`src/design/assert_macros.svh`:
```
// Assertion helpers for the design files; sorted_key_index_top includes them.
`ifndef ASSERT_MACROS_SVH
`define ASSERT_MACROS_SVH

`ifndef SYNTH

// cond must hold at every clock edge outside reset
`define ASSERT_ALWAYS(label, clk, rst, cond, msg) \
  label: assert property (@(posedge clk) disable iff (rst) (cond)) else $error(msg);

// cons must hold in the cycle after ante
`define ASSERT_NEXT(label, clk, rst, ante, cons, msg) \
  label: assert property (@(posedge clk) disable iff (rst) (ante) |=> (cons)) else $error(msg);

`else

`define ASSERT_ALWAYS(label, clk, rst, cond, msg)
`define ASSERT_NEXT(label, clk, rst, ante, cons, msg)

`endif

`endif

```
`src/design/ski_ram.sv`:
```
module ski_ram #(
  parameter int WIDTH = 8,
  parameter int DEPTH = 16
) (
  input  logic                     clk,
  input  logic                     we,
  input  logic [$clog2(DEPTH)-1:0] waddr,
  input  logic [WIDTH-1:0]         wdata,
  input  logic [$clog2(DEPTH)-1:0] raddr,
  output logic [WIDTH-1:0]         rdata
);

  logic [WIDTH-1:0] mem [DEPTH];

  always_ff @(posedge clk) begin
    if (we) begin
      mem[waddr] <= wdata;
    end
    rdata <= mem[raddr];
  end

endmodule

```
`config.mk`:
```
export PLATFORM = sky130hd
export DESIGN_NAME = ski_ram
export DESIGN_NICKNAME = d
export VERILOG_FILES = /design/src/design/assert_macros.svh /design/src/design/ski_ram.sv
export SDC_FILE = /design/constraint.sdc
export NUM_CORES = 1
export LEC_CHECK = 0
export ABC_AREA = 1
export BUFFER_PORTS_ARGS = -buffer_cell sky130_fd_sc_hd__buf_4
export CORE_UTILIZATION = 30
export CTS_CLUSTER_DIAMETER = 200
export CTS_CLUSTER_SIZE = 8
export DETAILED_ROUTE_END_ITERATION = 7
export PLACE_DENSITY = 0.53
export SYNTH_ARGS = -nofsm -noshare
export SYNTH_HDL_FRONTEND = slang
export SYNTH_SLANG_ARGS = --single-unit
```
`constraint.sdc`:
```
create_clock -name clk -period 1.3 [get_ports clk]
set_input_delay 0.39 -clock clk [delete_from_list [all_inputs] [get_ports clk]]
set_output_delay 0.39 -clock clk [all_outputs]
set_load 0.05 [all_outputs]
```
==> results of run 1 <==
## timing repair
action,in CTS,in global routing
pin swaps,0,0
endpoints found under the hold margin,0,0
hold buffers,0,0
resized for setup,19,3
endpoints found under the setup margin,8,8
## registers in the layout (all words and copies together) (netlist names)
signal / flops
mem: 128
rdata: 8
## routing by layer
metal | vias up | share of wire | global-route usage
met4 | 0 | 0.014 | 0.0584
li1 | 1863 | - | -
met2 | 80 | 0.46 | 0.222
met3 | 16 | 0.049 | 0.0401
met5 | - | 0 | 0
met1 | 1802 | 0.48 | 0.198
## logic make-up (layout without fill, tap and decap cells)
family | Yosys count | in the layout | synth area share
flip-flops | 136 | 136 | 0.694
AND/OR/NAND/NOR | 289 | 289 | 0.210
buffers and inverters | 126 | 185 | 0.0952
## final cells by class
class | instances | share of cell area
multi-input combinational | 289 | 0.173
tap | 234 | 0.0415
timing repair buffer | 52 | 0.0787
sequential | 136 | 0.569
inverter | 102 | 0.0543
clock inverter | 11 | 0.0220
clock buffer | 20 | 0.0619
## layout by cell type (no fill, tap or decap), drive strengths merged
cell | Yosys | routed
buf | 24 | 52
bufinv | 0 | 4
clkbuf | 0 | 20
clkinv | 0 | 6
clkinvlp | 0 | 1
dfxtp | 8 | 8
edfxtp | 128 | 128
inv | 102 | 102
nand2 | 173 | 173
nand3 | 97 | 97
nand3b | 2 | 2
nor2 | 17 | 17
## final timing paths
kind	start	slack, ns	to	cells past startpoint
setup / recovery	rdata[0]	-0.005	rdata[0]	1
hold / removal	wdata[2]	0.30	mem[1][2]	1
setup reg to reg	mem[4][4]	0.33	rdata[4]	6
hold reg to reg	mem[14][4]	0.67	rdata[4]	6
## report_power, final
part | total, W | switching, W | internal [W]
logic | 0.000799 | 0.000518 | 0.000281
clock network | 0.00486 | 0.00170 | 0.00316
registers | 0.00495 | 0.0000376 | 0.00491
total | 0.0106 | 0.00225 | 0.00835
## metrics by stage
step                      setup slack, ns  TNS [ns]   util
after floorplan                   -0.0408     -3.28      -
after global routing              -0.0370    -0.150  0.376
after global placement             -0.134    -10.82  0.341
final                            -0.00497  -0.00529  0.376
after CTS                         -0.0357   -0.0828  0.375
after detailed placement           -0.149    -11.43  0.341
==> reports/results.ini, run 1 <==
[timing]
finClkSkew_ns=0.00655
fmax_mhz=766
hold_slack_ns=0.303
finalMaxSlewViolations=0
hold_viol=0
min_period_ns=1.30
setup_slack_ns=-0.00497
min_period_over_period=1.00
grt_setup_unrepaired=yes
max_slew.worst_pin.slew_ns=0.297
final-setup-viol-count=2
relSlewSlack=0.802

[worst_setup_path]
critical_path_required_ns=0.91
crit_path_start_kind=register
cp-end-kind=output port
crit_slowest_cell=dfxtp_2
crit_buf_inv=1
critPathMaxFanout=1
crit_family=flip-flops
cp_cell_sequence=buf_8
critPathArrivalTime_ns=0.91
slowest_delay_ns=0.35
crit_type=reg -> out

[drt]
wl_um=13400
vias=3761
postRouteAntennaNets=0
dr.pass1.iters=5
drt_iter0_markers=341
wl_per_cell_um=15.8
drc=0
drt-vias-per-instance=4.46

[outcome]
violations=negative setup slack
status=finished, violations left

[layout]
antenna-diode-count=0
fin_cells=844
final_cell_area_mm2=0.00706
nNetsFinal=616
drive_gt1_frac=0.148
multiInputGateArea_mm2=0.00122
seq_area_mm2=0.00401
area_growth_pct=22.3
fillers=1836

[logic_synthesis]
yosysTopAreaCell=edfxtp_1
ys.flop_type=edfxtp_1
netlist_area_mm2=0.00577
ys_warn_count=0
ys_top_cells_by_area=edfxtp_1 67%, nand2_1 11%, nand3_1 8.4%
synth_common_cells=173 x nand2_1, 128 x edfxtp_1, 100 x inv_1
ys_ff_latch=136
yosysSeqAreaShare=0.694
syn_inst=551
synth_nets=569
ys_types=12
synth-edff-count=128
synth.top_cell.area_share=0.667
synth.most_common_cell=nand2_1
avgSynthCellArea_um2=10.5
synthArstFlopShare=0

[pwr]
p_per_area_mw_per_mm2=1500
p_leak_nw=3.02
power_w=0.0106
vdd_ir_drop_max_v=0.000933

[global_routing]
grt_pass1_vias=3657
antenna_found_initial=0
grt_usage=0.146
grt_pass1_wl_um=21100
grt_max_degree=34
grt-ovfl-total=0

[clock_network]
cts.sinks=136
cts_root_buf=clkbuf_16
clk_pin_slew_ns=0.05
numCtsBuffers=17
clockBufferDepth=2
h-tree-depth=4
clk_latency_ns=0.42
cts_setup_buffers=0
cts_tree=done

[floorplanning]
dieArea_mm2=0.0198
fp.dieW_um=141
io_pins=26
rows=50
die_y_um=141
core_mm2=0.0188
start_util=0.307

[place]
place_area_mm2=0.00640
placed_cells=813
gp_congestion=0.789
hpwl_um=8560
port_buffers=25

[flow_run]
drv_cap=0

[min_path]
hold_class=in -> reg

Power figures use the tool's default switching activity.
==> run 2, diff against run 1 <==
--- a/config.mk
+++ b/config.mk
@@ -12,6 +12,8 @@
 export CTS_CLUSTER_SIZE = 8
 export DETAILED_ROUTE_END_ITERATION = 7
 export PLACE_DENSITY = 0.53
+export SETUP_SLACK_MARGIN = 0.3
 export SYNTH_ARGS = -nofsm -noshare
 export SYNTH_HDL_FRONTEND = slang
 export SYNTH_SLANG_ARGS = --single-unit
+export TNS_END_PERCENT = 1
==> run 2 against run 1 <==
Against the previous run:
- the flow still finishes with violations (negative setup slack)
- design area is 2.8% higher
- worst hold slack better by 0.018 ns
- register-to-register slack hardly changed
- critical path depth stayed put
- die area stayed put
- first-iteration DRC count is 40% lower
- maximum frequency is 1.6% lower
- total power is 6.2% lower
- via count is 4.1% higher
- worst setup slack worse by 0.021 ns
- sequential cell count stayed put
- core utilization is 1.0 points higher
- critical endpoint is now rdata[5]
- highest routed layer unchanged
==> reports/results.ini, run 2 (same netlist as run 1, synthesis figures left out) <==
[outcome]
status=finished, violations left  ; unchanged
violations=negative setup slack  ; unchanged

[layout]
nNetsFinal=620  ; was 616
drive_gt1_frac=0.239  ; was 0.148
area_growth_pct=25.7  ; was 22.3%
largestRegisters=mem: 128 flops, rdata: 8 flops  ; unchanged
layout_common_cells=166 x nand2_1, 128 x edfxtp_1, 99 x inv_1  ; was 173 x nand2_1, 128 x edfxtp_1, 100 x inv_1
largest_register=mem  ; unchanged
antenna-diode-count=0  ; unchanged
layout_commonest_cell=nand2_1  ; unchanged
final_cell_area_mm2=0.00725  ; was 0.00706 mm^2
largest_register_ffs=128  ; unchanged
fin_cells=849  ; was 844

[drt]
drt_iter0_markers=206  ; was 341
wl_per_cell_um=17.0  ; was 15.8 um
dr.pass1.iters=4  ; was 5
vias=3915  ; was 3761
drt-vias-per-instance=4.61  ; was 4.46
postRouteAntennaNets=0  ; unchanged
wl_um=14400  ; was 13400 um
drc=0  ; unchanged

[timing]
hold_viol=0  ; unchanged
fmax_mhz=754  ; was 766 MHz
relSlewSlack=0.795  ; was 0.802
min_period_over_period=1.02  ; was 1.00
min_period_ns=1.33  ; was 1.30 ns
finClkSkew_ns=0.00545  ; was 0.00655 ns
hold_slack_ns=0.321  ; was 0.303 ns
finalMaxSlewViolations=0  ; unchanged
setup_slack_ns=-0.0256  ; was -0.00497 ns
final-setup-viol-count=4  ; was 2
max_slew.worst_pin.slew_ns=0.307  ; was 0.297 ns
setup_tns_ns=-0.0631  ; was -0.00529 ns
grt_setup_unrepaired=yes  ; unchanged

[clock_network]
cts_root_buf=clkbuf_16  ; unchanged
clk_latency_ns=0.41  ; was 0.42 ns
cts_tree=done  ; unchanged
clockBufferDepth=2  ; unchanged
clk_pin_slew_ns=0.05  ; about the same
numCtsBuffers=17  ; unchanged
holdBufCountCts=0  ; unchanged
cts.sinks=136  ; unchanged
h-tree-depth=4  ; unchanged

[worst_setup_path]
critPathMaxFanout=1  ; unchanged
crit_path_start_kind=register  ; unchanged
crit_slowest_cell=dfxtp_4  ; was dfxtp_2
critPathArrivalTime_ns=0.94  ; was 0.91 ns
r2r-end=rdata[7]  ; was rdata[4]
crit_buf_inv=1  ; unchanged
crit_family=flip-flops  ; unchanged
crit_type=reg -> out  ; unchanged
slowest_delay_ns=0.37  ; was 0.35 ns
r2r_slack_ns=0.32  ; was 0.33 ns
cp-end-kind=output port  ; unchanged
r2r-start=mem[9][7]  ; was mem[4][4]
cp_cell_sequence=buf_8  ; unchanged
reg2regPathDepth=6  ; unchanged
critical_path_required_ns=0.91  ; about the same
crit_cells=1  ; unchanged
startpoint=rdata[5]  ; was rdata[0]

[floorplanning]
dieArea_mm2=0.0198  ; unchanged
start_util=0.307  ; unchanged
rows=50  ; unchanged
die_y_um=141  ; unchanged
core_mm2=0.0188  ; unchanged
io_pins=26  ; unchanged
fp.dieW_um=141  ; unchanged

[flow_run]
drv_cap=0  ; unchanged

[global_routing]
grt_pass1_vias=3979  ; was 3657
grt_pass1_wl_um=22500  ; was 21100 um
grt-ovfl-total=0  ; unchanged
grt_usage=0.157  ; was 0.146
antenna_found_initial=0  ; unchanged
grt_max_degree=33  ; was 34

[place]
gp_congestion=0.823  ; was 0.789
port_buffers=25  ; unchanged
placed_cells=817  ; was 813
place_area_mm2=0.00645  ; was 0.00640 mm^2
hpwl_um=9210  ; was 8560 um

[pwr]
power_w=0.00995  ; was 0.0106 W
vdd_ir_drop_max_v=0.000873  ; was 0.000933 V
p_leak_nw=3.06  ; was 3.02 nW
p_per_area_mw_per_mm2=1370  ; was 1500 mW/mm^2

[min_path]
min-delay-start=raddr[3]  ; was wdata[2]
worstHoldEndpoint=rdata[4]  ; was mem[1][2]
min_path_cells=3  ; was 1
hold_class=in -> reg  ; unchanged

-- run 2: how the worst max path moves through the flow --
stage                             to  slack [ns]
after floorplan           mem[10][0]        0.04
after global placement      rdata[1]       -0.17
after detailed placement    rdata[1]       -0.17
after CTS                   rdata[5]       -0.05
after global routing        rdata[5]       -0.04
final                       rdata[5]       -0.03
-- run 2: final cells by class --
cell class | instances | area, um^2
Fill cell | 1869 | 11500
Sequential cell | 136 | 4020
Multi-Input combinational cell | 289 | 1450
Timing Repair Buffer | 56 | 603
Clock buffer | 19 | 433
Inverter | 102 | 385
Tap cell | 234 | 293
Clock inverter | 13 | 63.8
-- run 2: worst min-delay path, stage by stage --
cell	delay, ns
buf_4	0.16
nand3_2	0.09
nand2_2	0.05
-- run 2: repair_timing --
item	CTS	global route
endpoints found under the setup margin	12	101
pin swaps	0	11
buffers inserted	0	0
gates resized for setup	34	44
gates cloned	0	0
-- run 2: routing by layer --
metal | vias up | part of all wire | wire (um) | global-route usage
met4 | 0 | 0.032 | 462 | 0.0801
met1 | 1883 | 0.43 | 6170 | 0.196
li1 | 1877 | - | - | -
met3 | 30 | 0.057 | 829 | 0.0360
met5 | - | 0 | 0 | 0
met2 | 125 | 0.48 | 6970 | 0.254
-- run 2: power by group --
part / total (W) / internal [W] / leakage [nW] / switching [W]
clock network: 0.00409 / 0.00237 / 0.237 / 0.00172
registers: 0.00496 / 0.00491 / 1.23 / 0.0000485
logic: 0.000904 / 0.000321 / 1.60 / 0.000583
-- run 2: per-stage QoR --
step,utilization,setup WS (ns)
5_1_grt,0.386,-0.0444
4_1_cts,0.376,-0.0498
2_1_floorplan,-,0.0364
6_report,0.386,-0.0256
3_3_place_gp,0.344,-0.168
3_5_place_dp,0.344,-0.175
==> run 3, diff against run 2 <==
--- a/config.mk
+++ b/config.mk
@@ -5,7 +5,7 @@
 export SDC_FILE = /design/constraint.sdc
 export NUM_CORES = 1
 export LEC_CHECK = 0
-export ABC_AREA = 1
+export ABC_AREA = 0
 export BUFFER_PORTS_ARGS = -buffer_cell sky130_fd_sc_hd__buf_4
 export CORE_UTILIZATION = 30
 export CTS_CLUSTER_DIAMETER = 200
@@ -13,6 +13,7 @@
 export DETAILED_ROUTE_END_ITERATION = 7
 export PLACE_DENSITY = 0.53
 export SETUP_SLACK_MARGIN = 0.3
+export SKIP_LAST_GASP = 1
 export SYNTH_ARGS = -nofsm -noshare
 export SYNTH_HDL_FRONTEND = slang
 export SYNTH_SLANG_ARGS = --single-unit
==> run 3 against run 2 <==
Against the previous run:
- the flow still finishes with violations (negative setup slack)
- clock power rose by 18%
- die area down 11%
- clock skew about the same
- worst setup slack improved by 0.00069 ns
- core utilization is 1.4 points higher
- register-to-register slack got worse by 0.33 ns
- critical endpoint unchanged
- largest cell class unchanged
- largest power group unchanged
==> reports/results.ini, run 3 <==
[place]
port_buffers=25  ; unchanged
hpwl_um=7280  ; was 9210 um
gp_congestion=0.767  ; was 0.823

[worst_setup_path]
r2r-end=rdata[6]  ; was rdata[7]
crit_slowest_cell=dfxtp_4  ; unchanged
r2r-start=mem[11][6]  ; was mem[9][7]
crit_buf_inv=1  ; unchanged
cp-end-kind=output port  ; unchanged
crit_family=flip-flops  ; unchanged
crit_path_start_kind=register  ; unchanged
r2r_slack_ns=-0.01  ; was 0.32 ns
reg2regPathDepth=3  ; was 6
critPathArrivalTime_ns=0.93  ; was 0.94 ns
critPathMaxFanout=1  ; unchanged
crit_cells=1  ; unchanged
crit_type=reg -> out  ; unchanged
slowest_delay_ns=0.37  ; about the same
cp_cell_sequence=buf_8  ; unchanged
critical_path_required_ns=0.91  ; about the same

[logic_synthesis]
syn_inst=229  ; was 551
ys_top_cells_by_area=edfxtp_1 75%, mux4_2 7.9%, mux4_1 7.1%  ; was edfxtp_1 67%, nand2_1 11%, nand3_1 8.4%
synth.most_common_cell=edfxtp_1  ; was nand2_1
netlist_area_mm2=0.00515  ; was 0.00577 mm^2
synth.top_cell.area_share=0.747  ; was 0.667
avgSynthCellArea_um2=22.5  ; was 10.5 um^2
synth_nets=247  ; was 569
ys_warn_count=0  ; unchanged
ys_ff_latch=136  ; unchanged
synth_common_cells=128 x edfxtp_1, 18 x mux4_2, 16 x a22oi_1  ; was 173 x nand2_1, 128 x edfxtp_1, 100 x inv_1
ys_types=19  ; was 12
ys.flop_type=edfxtp_1  ; unchanged
synthArstFlopShare=0  ; unchanged
yosysTopAreaCell=edfxtp_1  ; unchanged
yosysSeqAreaShare=0.778  ; was 0.694
synth-edff-count=128  ; unchanged

[layout]
antenna-diode-count=0  ; unchanged
largest_register=mem  ; unchanged
largestRegisters=mem: 128 flops, rdata: 8 flops  ; unchanged
largest_register_ffs=128  ; unchanged
multiInputGateArea_mm2=0.00107  ; was 0.00145 mm^2
drive_gt1_frac=0.463  ; was 0.239
layout_common_cells=128 x edfxtp_1, 63 x buf_4, 31 x mux4_2  ; was 166 x nand2_1, 128 x edfxtp_1, 99 x inv_1
fillers=1487  ; was 1869
seq_area_mm2=0.00401  ; was 0.00402 mm^2
area_growth_pct=29.5  ; was 25.7%
layout_commonest_cell=edfxtp_1  ; was nand2_1
nNetsFinal=333  ; was 620

[timing]
min_period_ns=1.32  ; was 1.33 ns
setup_tns_ns=-0.0818  ; was -0.0631 ns
finalMaxSlewViolations=0  ; unchanged
max_slew.worst_pin.slew_ns=0.789  ; was 0.307 ns
min_period_over_period=1.02  ; about the same
setup_slack_ns=-0.0249  ; was -0.0256 ns
hold_slack_ns=0.285  ; was 0.321 ns
hold_viol=0  ; unchanged
finClkSkew_ns=0.00562  ; was 0.00545 ns
fmax_mhz=755  ; was 754 MHz
grt_setup_unrepaired=yes  ; unchanged
relSlewSlack=0.472  ; was 0.795
final-setup-viol-count=7  ; was 4

[floorplanning]
dieArea_mm2=0.0177  ; was 0.0198 mm^2
fp.dieW_um=133  ; was 141 um
core_mm2=0.0166  ; was 0.0188 mm^2
start_util=0.309  ; was 0.307
io_pins=26  ; unchanged
die_y_um=133  ; was 141 um
rows=47  ; was 50

[global_routing]
antenna_found_initial=0  ; unchanged
grt_usage=0.138  ; was 0.157
grt-ovfl-total=0  ; unchanged
grt_pass1_wl_um=17000  ; was 22500 um
grt_max_degree=19  ; was 33
grt_pass1_vias=2722  ; was 3979

[drt]
drt-vias-per-instance=4.61  ; about the same
drt_iter0_markers=134  ; was 206
wl_per_cell_um=19.8  ; was 17.0 um
postRouteAntennaNets=0  ; unchanged
dr.pass1.iters=4  ; unchanged
wl_um=10900  ; was 14400 um
vias=2528  ; was 3915
drc=0  ; unchanged

[clock_network]
holdBufCountCts=0  ; unchanged
h-tree-depth=4  ; unchanged
cts_root_buf=clkbuf_16  ; unchanged
clk_pin_slew_ns=0.06  ; was 0.05 ns
clockBufferDepth=2  ; unchanged
clk_latency_ns=0.42  ; was 0.41 ns
cts.sinks=136  ; unchanged
numCtsBuffers=17  ; unchanged
cts_tree=done  ; unchanged

[pwr]
vdd_ir_drop_max_v=0.000899  ; was 0.000873 V
p_leak_nw=2.27  ; was 3.06 nW
p_per_area_mw_per_mm2=1570  ; was 1370 mW/mm^2

[min_path]
hold_class=in -> reg  ; unchanged
min-delay-start=wdata[2]  ; was raddr[3]
worstHoldEndpoint=mem[9][2]  ; was rdata[4]
min_path_cells=1  ; was 3

[flow_run]
drv_cap=0  ; unchanged

[outcome]
status=finished, violations left  ; unchanged
violations=negative setup slack  ; unchanged

## run 3: cell count changes after synthesis, moves of 4 or more
cell / delta
nand2_1: -164
inv_1: -100
nand3_1: -96
mux4_2: +18
a22oi_1: +16
mux4_1: +14
buf_2: -10
nor2_1: -4
nor3_1: +4
## run 3: final cells by class
cell class / instances / share of cell area
tap: 220 / 0.0413
clock buffer: 20 / 0.0655
sequential: 136 / 0.602
timing repair buffer: 77 / 0.106
multi-input combinational: 83 / 0.161
clock inverter: 12 / 0.0235
## run 3: worst max path at each step
| stage | start | endpoint | slack (ns) |
|---|---|---|---|
| 2_1_floorplan | waddr[2] | mem[0][0] | -0.19 |
| 3_3_place_gp | raddr[0] | rdata[1] | -0.52 |
| 3_5_place_dp | raddr[0] | rdata[1] | -0.53 |
| 4_1_cts | rdata[4] | rdata[4] | -0.05 |
| 5_1_grt | mem[2][0] | rdata[0] | -0.08 |
| 6_report | rdata[5] | rdata[5] | -0.02 |
## run 3: logic make-up (layout without fill, tap and decap cells)
kind of cell           count (synthesis)  after routing  share of synthesized area
AO/OA/AOI/OAI                         16             16                     0.0233
buffers and inverters                 10            109                     0.0168
flip-flops                           136            136                      0.778
multiplexers                          32             32                      0.150
AND/OR/NAND/NOR                       35             35                     0.0318
## run 3: what timing repair did
action	in CTS	in global routing
setup endpoints to repair	144	144
resized for setup	14	6
setup buffers	0	4
pin swaps	0	2
## run 3: routing by layer
metal	global-route usage	routed length, um	up-vias
met5	0	0	-
met2	0.199	5040	78
met4	0.0639	199	0
met3	0.0456	744	21
li1	-	-	1134
met1	0.187	4880	1295
## run 3: stage by stage
step	utilization	instances	total power [W]	setup WS (ns)	area, um^2
global route	0.400	548	0.0108	-0.0773	6670
finish	0.400	548	0.0105	-0.0249	6670
CTS	0.397	544	0.0106	-0.0504	6610
floorplan	-	229	0.00539	-0.193	5150
global placement	0.359	512	0.00571	-0.518	5970
detailed placement	0.359	512	0.00572	-0.532	5970
## run 3: where the power goes
group / total (W) / internal, W / switching (W) / leakage, nW
Combinational: 0.000722 / 0.000332 / 0.000390 / 0.754
Clock: 0.00483 / 0.00316 / 0.00166 / 0.294
Sequential: 0.00495 / 0.00491 / 0.0000404 / 1.22
Total: 0.0105 / 0.00840 / 0.00209 / 2.27
